--- src/rtl/core/wrms_pkg.sv ---
`default_nettype none
package wrms_pkg;

   localparam int SAMPLE_W       = 16;
   localparam int RMS_W          = 16;
   localparam int WINDOW_LEN_DEF = 256;
   localparam int ROOT_STEPS     = RMS_W;

   // Entry handed from the front queue to the back sequencer.
   typedef struct packed {
      logic                       valid;
      logic signed [SAMPLE_W-1:0] sample;
   } item_type;

   typedef enum logic [2:0] {
      ST_IDLE,
      ST_READ,
      ST_OLD,
      ST_SUM,
      ST_ROOT,
      ST_OUT
   } back_state_type;

endpackage
`default_nettype wire

--- src/rtl/core/wrms_stream_ifs.sv ---
`default_nettype none
interface wrms_req_if;
   logic                                valid;
   logic                                ready;
   logic signed [wrms_pkg::SAMPLE_W-1:0] accel_z_raw;

   modport source (output valid, output accel_z_raw, input ready);
   modport sink (input valid, input accel_z_raw, output ready);
endinterface

`default_nettype wire

--- src/rtl/core/wrms_front.sv ---
`default_nettype none
module wrms_front (
   input  wire logic              clock,
   input  wire logic              reset,
   wrms_req_if.sink               req_if,
   output wrms_pkg::item_type     head,
   input  wire logic              pop
);

   logic                                 wr_ptr_ff, wr_ptr_in;
   logic                                 rd_ptr_ff, rd_ptr_in;
   logic [1:0]                           count_ff, count_in;
   logic signed [wrms_pkg::SAMPLE_W-1:0] slot_ff [2];
   logic                                 push;
   logic                                 take;

   assign req_if.ready = (count_ff != 2'd2);
   assign push         = req_if.valid && req_if.ready;
   assign take         = pop && (count_ff != 2'd0);

   assign head.valid  = (count_ff != 2'd0);
   assign head.sample = slot_ff[rd_ptr_ff];

   always_comb begin
      wr_ptr_in = push ? ~wr_ptr_ff : wr_ptr_ff;
      rd_ptr_in = take ? ~rd_ptr_ff : rd_ptr_ff;
      count_in  = count_ff + 2'(push) - 2'(take);
   end

   always_ff @(posedge clock) begin
      if (reset) begin
         wr_ptr_ff <= 1'b0;
         rd_ptr_ff <= 1'b0;
         count_ff  <= 2'd0;
      end else begin
         wr_ptr_ff <= wr_ptr_in;
         rd_ptr_ff <= rd_ptr_in;
         count_ff  <= count_in;
      end
   end

   always_ff @(posedge clock) begin
      if (push) begin
         slot_ff[wr_ptr_ff] <= req_if.accel_z_raw;
      end
   end

endmodule
`default_nettype wire

--- src/flat_wrapper.sv ---
// flat-port wrapper written by rule: the top's interface ports become plain ports
module wrms_front_flat 
  (clock, reset, head, pop, req_if_valid, req_if_accel_z_raw, req_if_ready);
  wrms_req_if req_if_i ();
  input  wire logic clock;
  input  wire logic reset;
  output wrms_pkg::item_type head;
  input  wire logic pop;
  input wire logic [$bits(req_if_i.valid)-1:0] req_if_valid;
  input wire logic [$bits(req_if_i.accel_z_raw)-1:0] req_if_accel_z_raw;
  output wire logic [$bits(req_if_i.ready)-1:0] req_if_ready;
  assign req_if_i.valid = req_if_valid;
  assign req_if_i.accel_z_raw = req_if_accel_z_raw;
  assign req_if_ready = req_if_i.ready;
  wrms_front u_core (.clock(clock), .reset(reset), .req_if(req_if_i), .head(head), .pop(pop));
endmodule
--- config.mk ---
export PLATFORM = sky130hd
export DESIGN_NAME = wrms_front_flat
export DESIGN_NICKNAME = d
export VERILOG_FILES = /design/src/rtl/core/wrms_pkg.sv /design/src/rtl/core/wrms_stream_ifs.sv /design/src/rtl/core/wrms_front.sv /design/src/flat_wrapper.sv
export SDC_FILE = /design/constraint.sdc
export NUM_CORES = 1
export LEC_CHECK = 0
export ABC_AREA = 0
export BUFFER_PORTS_ARGS = -buffer_cell sky130_fd_sc_hd__buf_4
export CORE_MARGIN = 1.5
export CORE_UTILIZATION = 46
export CTS_BUF_LIST = sky130_fd_sc_hd__clkbuf_4 sky130_fd_sc_hd__clkbuf_8 sky130_fd_sc_hd__clkbuf_16
export CTS_CLUSTER_SIZE = 14
export DETAILED_ROUTE_END_ITERATION = 12
export GPL_TIMING_DRIVEN = 0
export MAX_ROUTING_LAYER = met4
export PLACE_DENSITY = 0.74
export SLEW_MARGIN = 20
export SYNTH_ARGS = -nofsm -noshare
export SYNTH_HDL_FRONTEND = slang
export SYNTH_SLANG_ARGS = --single-unit
--- constraint.sdc ---
create_clock -name clock -period 2 [get_ports clock]
set_clock_uncertainty 0.2 [all_clocks]
set_input_delay 0.1 -clock clock [delete_from_list [all_inputs] [get_ports clock]]
set_output_delay 0.1 -clock clock [all_outputs]
set_load 0.005 [all_outputs]
==> impl_summary.log, run 1 <==
[metrics] result of the run: finished, final reports clean
[metrics] Power Total: 2.29 mW
[metrics] proportion of synthesized area in mux cells: 0.150
[metrics] fraction of power spent switching nets: 0.241
[metrics] final HPWL from detailed placement: 1600 microns
[metrics] largest buffer count on any clock path: 2
[metrics] switching power: 552 uW
[metrics] RSZ-0062 raised after global routing: no
[metrics] Mapped Nets: 99
[metrics] Final Routed Wirelength: 2480 microns
[metrics] Post-Synthesis Cell Area: 1450 sq um
[metrics] arrival time worst endpoint: 1.63 ns
[metrics] antenna violations before repair: 0
[metrics] top-level port count: 38
[metrics] post-route DRC violation count: 0
[metrics] final antenna-violating net count: 0
[metrics] Worst Max-Slew Pin Slew: 0.767 ns
[metrics] Hold WC Path Type: input pin to flop
[metrics] Lkg Pwr: 0.837 nW
[metrics] H-Tree Depth: 2
[metrics] top library cells by usage in the layout, fill and taps aside: sky130_fd_sc_hd__buf_4 (37), sky130_fd_sc_hd__edfxtp_1 (32), sky130_fd_sc_hd__dlygate4sd3_1 (20)
[metrics] Max-Slew Margin vs Limit: 0.489
[metrics] TritonCTS clock tree: done
[metrics] detailed router's first-iteration violation count: 17
[metrics] top layer used by detailed routing: met4
[metrics] Final #Nets: 164
[metrics] combinational power share: 0.331
[metrics] fraction of power consumed by sequential logic: 0.450
[metrics] IR drop worst, VDD: 589 uV
[metrics] crit path time final: 1.77 ns
[metrics] share of the yosys chip area belonging to registers: 0.730
[metrics] largest net degree at the start of global routing: 17
[metrics] WL/cell: 13.2 microns
[metrics] detailed-route via count: 837
[metrics] synth-to-layout area growth: 43.0%
[metrics] final max-slew violation count: 0
[metrics] total of flip-flops plus latches after synthesis: 37
[metrics] filler instances: 228
[metrics] utilization after layout: 0.687
[metrics] root buf cell: sky130_fd_sc_hd__clkbuf_4
[metrics] Synth Flop Type: sky130_fd_sc_hd__edfxtp_1
[metrics] GPL Wtd Cong: 0.624
[metrics] Synth Area in Compound Gates: 0.00947
[metrics] Avg Inst Size Synth: 18.9 sq um
[metrics] synthesized-area fraction occupied by adder cells: 0.0172
[metrics] Yosys top cell by area: sky130_fd_sc_hd__edfxtp_1
[metrics] number of CTS-inserted buffers: 5
[metrics] Routed met1 length: 922 microns
[metrics] share of async-settable or async-resettable flops after synthesis: 0
[metrics] effective utilization at floorplan: 0.480
[metrics] final worst-path cycle share: 0.887
[metrics] Post-Syn Instances: 77
[metrics] area of the multi-input gates: 357 sq um
[metrics] buffers inserted by post-CTS timing repair: 0
[metrics] Total Die Area: 3510 sq um
[metrics] number of failing setup endpoints in the final timing report: 0
[metrics] cell-internal power: 1.73 mW
[metrics] number of warnings reported in the yosys synthesis log: 0
[metrics] global-route wire length before repair: 3800 microns
[metrics] cell chain of the critical path: nand2b_2, and2_4, nor2b_2, buf_6
[metrics] reported max-cap violation count: 0
[metrics] Power per Cell Area: 1100 nW/um^2
[metrics] post-cts gate resize count: 0
[metrics] overall die height: 59.2 microns
[metrics] aggregate negative setup slack: 0 ns
[metrics] clock share of power: 0.219
[metrics] worst setup slack after layout: 0.226 ns
[metrics] required time of the critical path: 1.86 ns
[metrics] kind of launch point of the worst setup path: flop
[metrics] total length of routed met2 wires: 1400 microns
[metrics] iteration count of the initial detailed-routing pass: 2
[metrics] post-place setup slack: 0.191 ns
[metrics] wire length on met3: 108 microns
[metrics] timing-limited maximum frequency: 0.564 GHz
[metrics] standard-cell rows: 20
[metrics] Synth top area share: 0.661
[metrics] number of clock sinks: 37
[metrics] crit-path max cell delay: 0.40 ns
[metrics] Post-synth EDFFs: 32
[metrics] Final Hold Fails: 0
[metrics] Global Route Usage Sum: 0.164
[metrics] clock input transition at the sequential cells of the worst setup and hold paths: 0.10 ns
[metrics] number of buffers added on ports: 37
[metrics] critical path buffer and inverter count: 1
[metrics] xor and xnor area share after synthesis: 0.0120
[metrics] commonest non-fill, non-tap cell in the layout: sky130_fd_sc_hd__buf_4
[metrics] area share of and/or/nand/nor cells after synthesis: 0.0551
[metrics] share of final-layout standard cells stronger than drive strength 1: 0.476
[metrics] biggest fanout along the worst timing path: 9
[metrics] sort of element at the end of the critical path: flop
[metrics] kind of critical path: flop to flop
[metrics] minimum hold slack: 0.282 ns
[metrics] biggest area contributors in the synthesized netlist: sky130_fd_sc_hd__edfxtp_1 (66%), sky130_fd_sc_hd__mux2_4 (10%), sky130_fd_sc_hd__dfxtp_1 (6.9%), sky130_fd_sc_hd__mux2_2 (4.6%), sky130_fd_sc_hd__ha_1 (1.7%)
[metrics] vias per cell: 4.48
[metrics] FF+latch area: 1060 sq um
[metrics] Core Box Area: 3030 sq um
[metrics] Horiz. Die Dim: 59.2 microns
[metrics] dominant combinational cell family by area after synthesis: multiplexers
[metrics] clock latency on the worst-skew pair: 0.33 ns
[metrics] n_diodes: 0
[metrics] vias in the first global route: 879
[metrics] slowest library cell on the worst path: sky130_fd_sc_hd__nor2b_2
[metrics] GR Overflow Total: 0
[metrics] gate family responsible for the most delay along the worst path: simple AND/OR/NAND/NOR gates
[metrics] post-synthesis cell type count: 22
final cells by class:
| type | instances | area share |
|---|---|---|
| flip-flops and latches | 37 | 0.510 |
| repair buffers | 58 | 0.235 |
| multi-input cells | 36 | 0.171 |
| well taps | 44 | 0.0265 |
| clock buffers | 6 | 0.0217 |
| clock inverters | 2 | 0.0162 |
| plain buffers | 2 | 0.0150 |
| inverters | 2 | 0.00361 |
final timing paths:
check                             start              endpoint  slack [ns]  cells after the start
setup / recovery     u_core.count_ff[0]  u_core.slot_ff[0][2]        0.23                      4
hold / removal    req_if_accel_z_raw[1]  u_core.slot_ff[0][1]        0.28                      2
setup reg to reg     u_core.count_ff[0]  u_core.slot_ff[0][2]        0.23                      4
hold reg to reg        u_core.wr_ptr_ff      u_core.wr_ptr_ff        0.32                      2
power by group through the flow:
| stage | registers (mW) | clock network [mW] | logic (mW) |
|---|---|---|---|
| detailed placement | 1.05 | 0 | 0.737 |
| CTS | 1.03 | 0.517 | 0.777 |
| floorplan | 1.03 | 0 | 0.439 |
| global route | 1.04 | 0.540 | 0.830 |
| finish | 1.03 | 0.501 | 0.758 |
| global placement | 1.04 | 0 | 0.700 |
sequential cells by signal (all words and copies together), names as in the netlist, named ones only:
register          count
u_core.count_ff       2
u_core.rd_ptr_ff      1
u_core.slot_ff       32
u_core.wr_ptr_ff      1
per-stage QoR:
stage | instances | area (sq um)
CTS | 187 | 2080
global route | 187 | 2080
floorplan | 77 | 1450
global placement | 158 | 1790
finish | 187 | 2080
detailed placement | 159 | 1800
worst reg2reg max path: stages (launching register included):
cell                       delay (ns)
sky130_fd_sc_hd__dfxtp_1         0.37
sky130_fd_sc_hd__nand2b_2        0.16
sky130_fd_sc_hd__and2_4          0.15
sky130_fd_sc_hd__nor2b_2         0.40
sky130_fd_sc_hd__buf_6           0.22
cell usage after synthesis (2+ instances only):
master and count:
sky130_fd_sc_hd__mux2_4 10, sky130_fd_sc_hd__edfxtp_1 32, sky130_fd_sc_hd__mux2_2 6, sky130_fd_sc_hd__dfxtp_1 5, sky130_fd_sc_hd__inv_1 2, sky130_fd_sc_hd__nor2_1 4
sky130_fd_sc_hd__ha_1 2, sky130_fd_sc_hd__nor2b_1 2
cells by family after synthesis:
kind of cell	after synthesis
flip-flops	37
AND/OR/NAND/NOR	14
multiplexers	16
adder cells (fa/ha/maj)	2
AO/OA/AOI/OAI	2
XOR/XNOR	2
buffers and inverters	4
per-layer routing:
metal,track usage,vias up
met1,0.160,391
met3,0.0480,6
li1,-,415
met4,0.104,0
met2,0.281,25
met5,-,-
timing repair:
action / CTS / global route
hold buffers: 20 / 0
endpoints found under the setup margin: 0 / 0
endpoints found under the hold margin: 37 / 0
Power figures use the tool's default switching activity.
==> run 2: changes to the inputs <==
--- a/config.mk
+++ b/config.mk
@@ -6,15 +6,16 @@
 export NUM_CORES = 1
 export LEC_CHECK = 0
 export ABC_AREA = 0
-export BUFFER_PORTS_ARGS = -buffer_cell sky130_fd_sc_hd__buf_4
+export CORE_ASPECT_RATIO = 1.75
 export CORE_MARGIN = 1.5
-export CORE_UTILIZATION = 46
+export CORE_UTILIZATION = 54
 export CTS_BUF_LIST = sky130_fd_sc_hd__clkbuf_4 sky130_fd_sc_hd__clkbuf_8 sky130_fd_sc_hd__clkbuf_16
 export CTS_CLUSTER_SIZE = 14
 export DETAILED_ROUTE_END_ITERATION = 12
+export DONT_BUFFER_PORTS = 1
 export GPL_TIMING_DRIVEN = 0
 export MAX_ROUTING_LAYER = met4
-export PLACE_DENSITY = 0.74
+export PLACE_DENSITY = 0.72
 export SLEW_MARGIN = 20
 export SYNTH_ARGS = -nofsm -noshare
 export SYNTH_HDL_FRONTEND = slang
==> impl_summary.log, run 2 (synthesized netlist as in run 1, its figures left out) <==
[metrics] Max-Slew Margin vs Limit: 0.515
[metrics] final HPWL from detailed placement: 1420 microns
[metrics] n_diodes: 0
[metrics] Largest register FFs: 32
[metrics] required time of the critical path: 1.96 ns
[metrics] vias per cell: 5.40
[metrics] Hold WC Path Type: input pin to flop
[metrics] final antenna-violating net count: 0
[metrics] largest net degree at the start of global routing: 17
[metrics] number of CTS-inserted buffers: 5
[metrics] Worst Max-Slew Pin Slew: 0.728 ns
[metrics] result of the run: finished, final reports clean
[metrics] Biggest register: u_core.slot_ff
[metrics] H-Tree Depth: 2
[metrics] number of clock sinks: 37
[metrics] iteration count of the initial detailed-routing pass: 4
[metrics] sort of element at the end of the critical path: flop
[metrics] Core Box Area: 2520 sq um
[metrics] share of final-layout standard cells stronger than drive strength 1: 0.298
[metrics] leading registers by flop count: u_core.slot_ff (32), u_core.count_ff (2)
[metrics] Power Total: 2.11 mW
[metrics] filler instances: 183
[metrics] Horiz. Die Dim: 42.2 microns
[metrics] Final Routed Wirelength: 2160 microns
[metrics] largest buffer count on any clock path: 2
[metrics] timing-limited maximum frequency: 0.561 GHz
[metrics] Lkg Pwr: 0.660 nW
[metrics] number of buffers added on ports: 0
[metrics] overall die height: 71.6 microns
[metrics] Global Route Usage Sum: 0.176
[metrics] detailed router's first-iteration violation count: 22
[metrics] post-route insts no fill: 130
[metrics] standard-cell rows: 24
[metrics] GPL Wtd Cong: 0.636
[metrics] effective utilization at floorplan: 0.576
[metrics] top-level port count: 38
[metrics] clock latency on the worst-skew pair: 0.28 ns
[metrics] vias in the first global route: 766
[metrics] number of cells on the worst hold path: 1
[metrics] hold path startpoint: req_if_accel_z_raw[4]
[metrics] Total Die Area: 3030 sq um
[metrics] final max-slew violation count: 0
[metrics] critical register-to-register path startpoint: u_core.count_ff[1]
[metrics] depth of the worst register-to-register path: 7
[metrics] kind of critical path: flop to flop
[metrics] Power per Cell Area: 1180 nW/um^2
[metrics] TritonCTS clock tree: done
[metrics] synth-to-layout area growth: 22.5%
[metrics] GR Overflow Total: 0
[metrics] kind of launch point of the worst setup path: flop
[metrics] utilization after layout: 0.706
[metrics] WL/cell: 16.6 microns
[metrics] RSZ-0062 raised after global routing: no
[metrics] Post-Place Cells: 103
[metrics] buffers inserted by post-CTS timing repair: 0
[metrics] IR drop worst, VDD: 918 uV
[metrics] reported max-cap violation count: 0
[metrics] Final #Nets: 125
[metrics] clock input transition at the sequential cells of the worst setup and hold paths: 0.07 ns
[metrics] antenna violations before repair: 0
[metrics] arrival time worst endpoint: 1.74 ns
[metrics] commonest non-fill, non-tap cell in the layout: sky130_fd_sc_hd__edfxtp_1
[metrics] biggest fanout along the worst timing path: 5
[metrics] post-route DRC violation count: 0
[metrics] number of failing setup endpoints in the final timing report: 0
[metrics] worst setup slack after layout: 0.219 ns
[metrics] crit path time final: 1.78 ns
[metrics] minimum hold slack: 0.274 ns
[metrics] root buf cell: sky130_fd_sc_hd__clkbuf_8
[metrics] post-place setup slack: 0.0103 ns
[metrics] detailed-route via count: 702
[metrics] launch point of the critical path: u_core.count_ff[1]
[metrics] top library cells by usage in the layout, fill and taps aside: sky130_fd_sc_hd__edfxtp_1 (32), sky130_fd_sc_hd__dlygate4sd3_1 (19), sky130_fd_sc_hd__mux2_4 (10)
[metrics] global-route wire length before repair: 3670 microns
[metrics] final worst-path cycle share: 0.891
[metrics] Final Hold Fails: 0
[run 2: changes by cell type in the layout (fill, tap and decap cells not counted), sizes merged]
cell,delta
buf,-38
dlygate4sd3,-1
clkinv,-1
clkbuf,+2
bufinv,-1
[run 2: worst paths after layout]
path	end	slack, ns
setup / recovery	u_core.count_ff[1]	0.22
hold / removal	u_core.slot_ff[1][4]	0.27
setup reg to reg	u_core.count_ff[1]	0.22
hold reg to reg	u_core.rd_ptr_ff	0.32
[run 2: cell type report]
class                           count  area (sq um)  area share
Clock buffer                        8          97.6      0.0548
Sequential cell                    37          1060       0.596
Inverter                            2          7.51     0.00421
Multi-Input combinational cell     36           362       0.203
Buffer                              2          31.3      0.0176
Tap cell                           26          32.5      0.0183
Timing Repair Buffer               19           190       0.107
[run 2: routing by layer]
metal  track usage  up-vias  part of all wire
li1              -      333                 -
met4        0.0938        0             0.016
met2         0.280       28              0.55
met5             -        -                 0
met3        0.0680        4             0.055
met1         0.184      337              0.37
[run 2: power by group]
part	switching, mW	internal (mW)
registers	0.0486	0.983
clock network	0.229	0.308
logic	0.238	0.299
[run 2: metrics by stage]
stage          TNS, ns  cell area [sq um]
5_1_grt              0               1780
3_5_place_dp         0               1490
3_3_place_gp     -5.25               1490
6_report             0               1780
4_1_cts              0               1780
2_1_floorplan        0               1450
[run 2: timing repair]
action	in CTS	in global routing
hold endpoints to repair	37	0
hold buffers	19	0
setup endpoints to repair	11	0
resized for setup	1	0
[run 2: critical path, stage by stage, from the launching register on]
cell                      delay (ns)
sky130_fd_sc_hd__dfxtp_1        0.35
sky130_fd_sc_hd__o21a_2         0.23
sky130_fd_sc_hd__ha_1           0.29
sky130_fd_sc_hd__inv_1          0.06
sky130_fd_sc_hd__ha_1           0.16
sky130_fd_sc_hd__xor2_1         0.19
sky130_fd_sc_hd__and2_1         0.15
sky130_fd_sc_hd__nor3_1         0.04
